===== src/design/lir_pkg.sv =====
// ----------------------------------------------------------------------------
// lir_pkg
// Shared constants and controller/datapath interface types for the linear
// interpolation resampler.
// ----------------------------------------------------------------------------
package lir_pkg;

    localparam int SAMPLE_BITS_DEF = 16;
    localparam int FRAC_BITS_DEF   = 16;
    localparam int MAX_RUN_DEF     = 16;

    localparam int STEP_BITS      = 20;
    localparam int CHAN_BITS      = 2;
    localparam int CFG_INDEX_BITS = 1;
    localparam int CFG_DATA_BITS  = STEP_BITS;

    localparam logic [STEP_BITS-1:0] STEP_RESET = 20'd65536;
    localparam logic [CHAN_BITS-1:0] CHAN_RESET = 2'd2;
    localparam logic [CHAN_BITS-1:0] CHAN_STEREO_MIN = 2'd2;

    localparam logic [CFG_INDEX_BITS-1:0] REG_STEP_RATIO    = 1'd0;
    localparam logic [CFG_INDEX_BITS-1:0] REG_CHANNEL_COUNT = 1'd1;

    typedef struct packed {
        logic load;
        logic mul;
        logic emit;
        logic finish;
    } ctrl_cmd_t;

    typedef struct packed {
        logic more;
        logic out_free;
    } ctrl_stat_t;

endpackage


===== src/design/linear_interp_resampler.sv =====
// ----------------------------------------------------------------------------
// linear_interp_resampler
// Linear interpolation time stretch of a mono or stereo frame stream.
//
//   channel   ports                                    width
//   input     s_valid s_ready s_sample_ch0/ch1         SAMPLE_BITS x2
//             s_first_frame s_last_frame               1 x2
//   output    m_valid m_ready m_out_ch0/ch1 m_run_last SAMPLE_BITS x2, 1
//   config    cfg_wr_en cfg_index cfg_wr_data          1, 1, 20
//
// For each frame the sequencer loads, then runs one multiply step and one
// round/emit step per result on the shared per-channel multiplier pair,
// then commits the frame.
// Reset clears phase, previous-frame flag and output valid; config returns to
// step 1.0 and stereo. A stalled output holds the sequencer in its emit step;
// the input is taken again once the frame is committed.
// ----------------------------------------------------------------------------
module linear_interp_resampler #(
    parameter int SAMPLE_BITS = lir_pkg::SAMPLE_BITS_DEF,
    parameter int FRAC_BITS   = lir_pkg::FRAC_BITS_DEF,
    parameter int MAX_RUN     = lir_pkg::MAX_RUN_DEF
) (
    input  logic                               aclk,
    input  logic                               aresetn,
    input  logic                               s_valid,
    output logic                               s_ready,
    input  logic signed [SAMPLE_BITS-1:0]      s_sample_ch0,
    input  logic signed [SAMPLE_BITS-1:0]      s_sample_ch1,
    input  logic                               s_first_frame,
    input  logic                               s_last_frame,
    output logic                               m_valid,
    input  logic                               m_ready,
    output logic signed [SAMPLE_BITS-1:0]      m_out_ch0,
    output logic signed [SAMPLE_BITS-1:0]      m_out_ch1,
    output logic                               m_run_last,
    input  logic                               cfg_wr_en,
    input  logic [lir_pkg::CFG_INDEX_BITS-1:0] cfg_index,
    input  logic [lir_pkg::CFG_DATA_BITS-1:0]  cfg_wr_data
);
    import lir_pkg::*;

    logic [STEP_BITS-1:0] step_ratio_reg;
    logic [CHAN_BITS-1:0] chan_count_reg;
    logic                 mono;
    ctrl_cmd_t            cmd;
    ctrl_stat_t           stat;

    always_ff @(posedge aclk) begin
        if (!aresetn) begin
            step_ratio_reg <= STEP_RESET;
            chan_count_reg <= CHAN_RESET;
        end else if (cfg_wr_en) begin
            case (cfg_index)
                REG_STEP_RATIO: begin
                    step_ratio_reg <= cfg_wr_data[STEP_BITS-1:0];
                end
                REG_CHANNEL_COUNT: begin
                    chan_count_reg <= cfg_wr_data[CHAN_BITS-1:0];
                end
                default: begin
                end
            endcase
        end
    end

    assign mono = chan_count_reg < CHAN_STEREO_MIN;

    lir_ctrl u_ctrl (
        .aclk    (aclk),
        .aresetn (aresetn),
        .s_valid (s_valid),
        .s_ready (s_ready),
        .stat    (stat),
        .cmd     (cmd)
    );

    lir_datapath #(
        .SAMPLE_BITS (SAMPLE_BITS),
        .FRAC_BITS   (FRAC_BITS),
        .MAX_RUN     (MAX_RUN)
    ) u_datapath (
        .aclk         (aclk),
        .aresetn      (aresetn),
        .cmd          (cmd),
        .stat         (stat),
        .step_ratio   (step_ratio_reg),
        .mono         (mono),
        .in_ch0       (s_sample_ch0),
        .in_ch1       (s_sample_ch1),
        .in_first     (s_first_frame),
        .in_last      (s_last_frame),
        .out_ch0      (m_out_ch0),
        .out_ch1      (m_out_ch1),
        .out_run_last (m_run_last),
        .out_valid    (m_valid),
        .out_ready    (m_ready)
    );

endmodule


===== src/design/lir_ctrl.sv =====
// ----------------------------------------------------------------------------
// lir_ctrl
// Sequencer for one input frame: load, then alternate multiply and emit until
// the interval is exhausted, the run limit is hit or no previous frame is held, then commit the frame.
// ----------------------------------------------------------------------------
module lir_ctrl (
    input  logic                aclk,
    input  logic                aresetn,
    input  logic                s_valid,
    output logic                s_ready,
    input  lir_pkg::ctrl_stat_t stat,
    output lir_pkg::ctrl_cmd_t  cmd
);
    import lir_pkg::*;

    localparam logic [1:0] ST_IDLE = 2'd0;
    localparam logic [1:0] ST_MUL  = 2'd1;
    localparam logic [1:0] ST_EMIT = 2'd2;

    logic [1:0] state_reg;
    logic [1:0] state_next;

    always_comb begin
        state_next = state_reg;
        cmd        = '0;
        s_ready    = 1'b0;
        case (state_reg)
            ST_IDLE: begin
                s_ready = aresetn;
                if (s_valid && aresetn) begin
                    cmd.load   = 1'b1;
                    state_next = ST_MUL;
                end
            end
            ST_MUL: begin
                if (stat.more) begin
                    cmd.mul    = 1'b1;
                    state_next = ST_EMIT;
                end else begin
                    cmd.finish = 1'b1;
                    state_next = ST_IDLE;
                end
            end
            ST_EMIT: begin
                if (stat.out_free) begin
                    cmd.emit   = 1'b1;
                    state_next = ST_MUL;
                end
            end
            default: begin
                state_next = ST_IDLE;
            end
        endcase
    end

    always_ff @(posedge aclk) begin
        if (!aresetn) begin
            state_reg <= ST_IDLE;
        end else begin
            state_reg <= state_next;
        end
    end

endmodule


===== src/design/lir_datapath.sv =====
// ----------------------------------------------------------------------------
// lir_datapath
// Frame store, phase accumulator, per-channel multiply and rounding, and the
// output register.
// ----------------------------------------------------------------------------
module lir_datapath #(
    parameter int SAMPLE_BITS = lir_pkg::SAMPLE_BITS_DEF,
    parameter int FRAC_BITS   = lir_pkg::FRAC_BITS_DEF,
    parameter int MAX_RUN     = lir_pkg::MAX_RUN_DEF
) (
    input  logic                          aclk,
    input  logic                          aresetn,
    input  lir_pkg::ctrl_cmd_t            cmd,
    output lir_pkg::ctrl_stat_t           stat,
    input  logic [lir_pkg::STEP_BITS-1:0] step_ratio,
    input  logic                          mono,
    input  logic signed [SAMPLE_BITS-1:0] in_ch0,
    input  logic signed [SAMPLE_BITS-1:0] in_ch1,
    input  logic                          in_first,
    input  logic                          in_last,
    output logic signed [SAMPLE_BITS-1:0] out_ch0,
    output logic signed [SAMPLE_BITS-1:0] out_ch1,
    output logic                          out_run_last,
    output logic                          out_valid,
    input  logic                          out_ready
);
    import lir_pkg::*;

    localparam int PH_W   = ((FRAC_BITS > STEP_BITS) ? FRAC_BITS : STEP_BITS) + 1;
    localparam int CNT_W  = $clog2(MAX_RUN + 1);
    localparam int PROD_W = SAMPLE_BITS + FRAC_BITS + 2;
    localparam logic [PH_W-1:0]   PHASE_ONE = PH_W'(1) << FRAC_BITS;
    localparam logic [PROD_W-1:0] HALF      = PROD_W'(1) << (FRAC_BITS - 1);
    localparam logic [CNT_W-1:0]  RUN_MAX   = CNT_W'(MAX_RUN);

    logic signed [SAMPLE_BITS-1:0] cur0_reg, cur1_reg;
    logic signed [SAMPLE_BITS-1:0] prev0_reg, prev1_reg;
    logic signed [PROD_W-1:0]      prod0_reg, prod1_reg;
    logic signed [SAMPLE_BITS-1:0] out0_reg, out1_reg;
    logic [PH_W-1:0]               phase_reg, phase_next;
    logic [CNT_W-1:0]              cnt_reg;
    logic                          have_prev_reg, have_prev_next;
    logic                          out_valid_reg, out_valid_next;
    logic                          last_reg;
    logic                          pend_last_reg;
    logic                          run_last_reg;

    logic signed [SAMPLE_BITS-1:0] prev1_eff;
    logic                          phase_lt_one;
    logic [PH_W-1:0]               phase_sum;
    logic [CNT_W-1:0]              cnt_inc;
    logic signed [FRAC_BITS:0]     frac;
    logic signed [SAMPLE_BITS:0]   diff0, diff1;
    logic signed [PROD_W-1:0]      prod0, prod1;
    logic signed [PROD_W-1:0]      acc0, acc1;

    always_comb begin
        prev1_eff    = mono ? '0 : prev1_reg;
        phase_lt_one = phase_reg < PHASE_ONE;
        phase_sum    = phase_reg + PH_W'(step_ratio);
        cnt_inc      = cnt_reg + CNT_W'(1);
        frac         = $signed({1'b0, phase_reg[FRAC_BITS-1:0]});
        diff0        = (SAMPLE_BITS+1)'(cur0_reg) - (SAMPLE_BITS+1)'(prev0_reg);
        diff1        = (SAMPLE_BITS+1)'(cur1_reg) - (SAMPLE_BITS+1)'(prev1_eff);
        prod0        = PROD_W'(diff0) * PROD_W'(frac);
        prod1        = PROD_W'(diff1) * PROD_W'(frac);
        acc0         = (PROD_W'(prev0_reg) <<< FRAC_BITS) + prod0_reg + $signed(HALF);
        acc1         = (PROD_W'(prev1_eff) <<< FRAC_BITS) + prod1_reg + $signed(HALF);
        stat.more     = have_prev_reg && phase_lt_one && (cnt_reg < RUN_MAX);
        stat.out_free = !out_valid_reg || out_ready;
    end

    // control state
    always_comb begin
        phase_next     = phase_reg;
        have_prev_next = have_prev_reg;
        out_valid_next = out_valid_reg;
        if (out_ready) begin
            out_valid_next = 1'b0;
        end
        if (cmd.load && in_first) begin
            phase_next     = '0;
            have_prev_next = 1'b0;
        end
        if (cmd.emit) begin
            phase_next     = phase_sum;
            out_valid_next = 1'b1;
        end
        if (cmd.finish) begin
            have_prev_next = !last_reg;
            if (last_reg) begin
                phase_next = '0;
            end else if (have_prev_reg && !phase_lt_one) begin
                phase_next = phase_reg - PHASE_ONE;
            end
        end
    end

    always_ff @(posedge aclk) begin
        if (!aresetn) begin
            phase_reg     <= '0;
            have_prev_reg <= 1'b0;
            out_valid_reg <= 1'b0;
        end else begin
            phase_reg     <= phase_next;
            have_prev_reg <= have_prev_next;
            out_valid_reg <= out_valid_next;
        end
    end

    // payload
    always_ff @(posedge aclk) begin
        if (cmd.load) begin
            cur0_reg <= in_ch0;
            cur1_reg <= mono ? '0 : in_ch1;
            last_reg <= in_last;
            cnt_reg  <= '0;
        end
        if (cmd.mul) begin
            prod0_reg     <= prod0;
            prod1_reg     <= prod1;
            pend_last_reg <= !((phase_sum < PHASE_ONE) && (cnt_inc < RUN_MAX));
        end
        if (cmd.emit) begin
            out0_reg     <= acc0[FRAC_BITS +: SAMPLE_BITS];
            out1_reg     <= acc1[FRAC_BITS +: SAMPLE_BITS];
            run_last_reg <= pend_last_reg;
            cnt_reg      <= cnt_inc;
        end
        if (cmd.finish) begin
            prev0_reg <= last_reg ? '0 : cur0_reg;
            prev1_reg <= last_reg ? '0 : cur1_reg;
        end
    end

    assign out_ch0      = out0_reg;
    assign out_ch1      = out1_reg;
    assign out_run_last = run_last_reg;
    assign out_valid    = out_valid_reg;

endmodule

===== config.mk =====
export PLATFORM = sky130hd
export DESIGN_NAME = linear_interp_resampler
export DESIGN_NICKNAME = d
export VERILOG_FILES = /design/src/design/lir_pkg.sv /design/src/design/linear_interp_resampler.sv /design/src/design/lir_ctrl.sv /design/src/design/lir_datapath.sv
export SDC_FILE = /design/constraint.sdc
export NUM_CORES = 2
export LEC_CHECK = 0
export BUFFER_PORTS_ARGS = -buffer_cell sky130_fd_sc_hd__buf_4
export CELL_PAD_IN_SITES_DETAIL_PLACEMENT = 0
export CELL_PAD_IN_SITES_GLOBAL_PLACEMENT = 2
export CORE_ASPECT_RATIO = 0.8
export CORE_MARGIN = 8
export CORE_UTILIZATION = 42
export CTS_BUF_LIST = sky130_fd_sc_hd__clkbuf_8 sky130_fd_sc_hd__clkbuf_16
export CTS_CLUSTER_DIAMETER = 80
export DETAILED_ROUTE_END_ITERATION = 10
export PLACE_DENSITY_LB_ADDON = 0.1
export SYNTH_ARGS = -nofsm -noshare
export SYNTH_HDL_FRONTEND = slang
export SYNTH_SLANG_ARGS = --single-unit

===== constraint.sdc =====
create_clock -name aclk -period 12.4 [get_ports aclk]
set_clock_uncertainty 0.2 [all_clocks]
set_input_delay 2.48 -clock aclk [delete_from_list [all_inputs] [get_ports aclk]]
set_output_delay 2.48 -clock aclk [all_outputs]
set_load 0.02 [all_outputs]

==> results.toml <==
[critical_path]
worstSetupPathType = "reg -> reg"
critPathCaptureType = "register"
critPathLaunchType = "register"
crit_path_top_delay_cell = "xnor2_2"
required_ns = 12.40
path_max_fanout = 33
arrival_ns = 10.47
crit_top_cell = "fa_1"
slowest_delay_ns = 0.87

[sta]
setup_viol = 0
post-route-period-util = 0.845
fmax_ghz = 0.0955
worst_slack_ns = 1.93
tightest_slew_ns = 1.20
fin_crit_ns = 10.47
fin_tns_setup_ns = 0
drv_slew = 0
relSlewSlack = 0.197
rsz0062_at_grt = "no"
hold_viol_final = 0

[clock_network]
cts-root-buf = "clkbuf_16"
htree_levels = 4
path_clk_slew_ns = 0.09
clkLatencyLatePin_ns = 0.46
post_cts_buffers = 0
cts_tree = "done"
ctsHoldBuffers = 0
cts_resized = 0
cts_buffers = 17
clock_sinks = 184
clockBufferDepth = 2

[global_route]
grt-ovfl-total = 0
grt_pass1_wl_um = 138000
antenna_found_initial = 0
track_usage = 0.208
grt_pass1_vias = 24414
grt_max_degree = 55

[job]
maxCapViolations = 0

[routing]
wire_per_inst_um = 19.1
first_pass_iters = 7
vias_per_cell = 5.15
via_count = 22907
remaining_drc_errors = 0
routed_wl_um = 84800
drtIter0Drc = 1304
postRouteAntennaNets = 0

[finish]
syn_to_final_growth_pct = 7.93
final_area_um2 = 33700
fillers = 7206
largest_register_ff_count = 21
final_cell_count_no_fill = 4452
final_layout_size_suffix_gt1_frac = 0.0600
final_nets = 4270

[die]
io-pin-count = 95
die_area_um2 = 83500
num_rows = 89
die_h_um = 260
die_w_um = 321
initial_utilization = 0.424
core_area_um2 = 73700

[synthesis]
synth_edf_count = 138
synthesis.instances = 3429
ys_seq_elements = 184
syn_avg_cell_area_um2 = 9.12
ys.flop_type = "edfxtp_1"
ys_seq_area_frac = 0.162
syn_area_um2 = 31300
synthArstFlopShare = 0
ys_types = 63
synth_warnings = 0
synth.net_count = 4262

[placed_design]
dpl_cell_area_um2 = 33100
dp.cells = 4419
place.gp.congestion = 0.857
dp_hpwl_um = 65700
portBuffers = 94
place_ws_ns = 1.95

[power]
p_per_area_nw_per_um2 = 47.2
vdd_drop_max_mv = 0.0882
finalPower_mw = 1.59
power.leakage_nw = 16.1

[run_status]
status = "completed"

[hold_path]
min_path_type = "reg -> reg"
[logic make-up (layout without fill, tap and decap cells)]
family	count (synthesis)	after routing	share of synthesized area
fa+ha+maj	777	777	0.436
buf+inv	879	900	0.106
compound gates	373	373	0.0825
simple gates	1087	1087	0.177
mux	1	1	0.000320
other cells	0	1	0
xor+xnor	128	128	0.0367
flops	184	184	0.162
[metrics by stage]
step / hold slack [ns] / util
6_report: 0.234 / 0.458
5_1_grt: 0.243 / 0.458
4_1_cts: 0.238 / 0.458
3_5_place_dp: 0.217 / 0.449
3_3_place_gp: 0.213 / 0.449
2_1_floorplan: 0.200 / -
[final cells by class]
class | count | area [µm²] | area share
clock buffer | 17 | 425 | 0.0126
timing repair buffer | 153 | 1150 | 0.0340
tap | 1001 | 1250 | 0.0371
inverter | 715 | 2680 | 0.0795
sequential | 184 | 5060 | 0.150
clock inverter | 15 | 204 | 0.00604
antenna | 1 | 2.50 | 0.0000742
multi-input combinational | 2366 | 23000 | 0.680
[routing by layer]
metal  GRT usage  share of wire  vias up
li1            -              -    10772
met1       0.292           0.47    11598
met2       0.345           0.47      467
met3      0.0254          0.041       70
met4      0.0442          0.019        0
met5           0              0        -
[Yosys cell counts (all sizes together), types with 7 or more instances]
master | n | area share
nand2b | 48 | 0.0096
nor3b | 27 | 0.0065
clkbuf | 160 | 0.019
o21a | 23 | 0.0055
and3 | 30 | 0.0060
a211o | 9 | 0.0025
o31ai | 14 | 0.0034
a311oi | 7 | 0.0020
xor2 | 32 | 0.0090
nor2 | 78 | 0.0094
a21boi | 29 | 0.0070
nor2b | 97 | 0.019
nand2 | 403 | 0.048
o311ai | 19 | 0.0053
o21ai | 62 | 0.0099
nor4b | 8 | 0.0022
dfxtp | 46 | 0.029
a211oi | 45 | 0.011
xnor2 | 94 | 0.026
edfxtp | 138 | 0.13
a31oi | 19 | 0.0038
and2 | 199 | 0.040
nand3b | 17 | 0.0041
o221ai | 12 | 0.0034
or3 | 20 | 0.0040
nor3 | 45 | 0.0072
a21o | 18 | 0.0043
fa | 523 | 0.33
a21oi | 61 | 0.0098
ha | 250 | 0.10
inv | 715 | 0.086
nand3 | 95 | 0.015
a22oi | 16 | 0.0038
[critical path, delay by kind of cell (launching register included)]
family          cells  cell delay [ns]
fa+ha+maj           9             3.76
flops               1             0.65
xor+xnor            2             1.28
simple gates        5             1.18
buf+inv             4             0.25
compound gates     11             2.90
[path summary, 6_finish.rpt]
path | depth (start not counted) | slack, ns | endpoint | startpoint
setup / recovery | 31 | 1.93 | u_datapath.prod1_reg[31]$_DFFE_PP_ | chan_count_reg[1]$_SDFFE_PN1P_
hold reg to reg | 0 | 0.23 | u_datapath.out_run_last$_DFFE_PP_ | u_datapath.pend_last_reg$_DFFE_PP_
setup reg to reg | 31 | 1.93 | u_datapath.prod1_reg[31]$_DFFE_PP_ | chan_count_reg[1]$_SDFFE_PN1P_
hold / removal | 0 | 0.23 | u_datapath.out_run_last$_DFFE_PP_ | u_datapath.pend_last_reg$_DFFE_PP_
[cell usage in the layout (no fill, tap or decap), types with 6 or more instances in the layout]
master	n
a311oi_1	7
and2_1	199
nand2_1	403
buf_4	153
nor3_1	45
edfxtp_1	138
nand2b_1	48
clkbuf_16	17
nor2_1	75
a22oi_1	16
o221ai_1	12
ha_1	250
xor2_1	30
a21boi_0	28
a21o_1	18
nand3b_1	17
nor3b_1	27
o21ai_0	62
o311ai_0	19
a211o_1	9
a21oi_1	61
dfxtp_1	46
nor2b_1	97
o21bai_1	6
inv_1	713
nand3_1	95
o31ai_1	13
nor4b_1	8
and3_1	30
or3_1	20
or2_2	6
a211oi_1	45
fa_1	523
o21a_1	23
xnor2_1	92
a31oi_1	19
[where the power goes]
group          leakage [nW]  internal (mW)  switching, mW
registers              1.58          0.674        0.00959
logic                  14.3         0.0952          0.225
clock network         0.305          0.282          0.306
total                  16.1           1.05          0.540
Power figures use the tool's default switching activity.
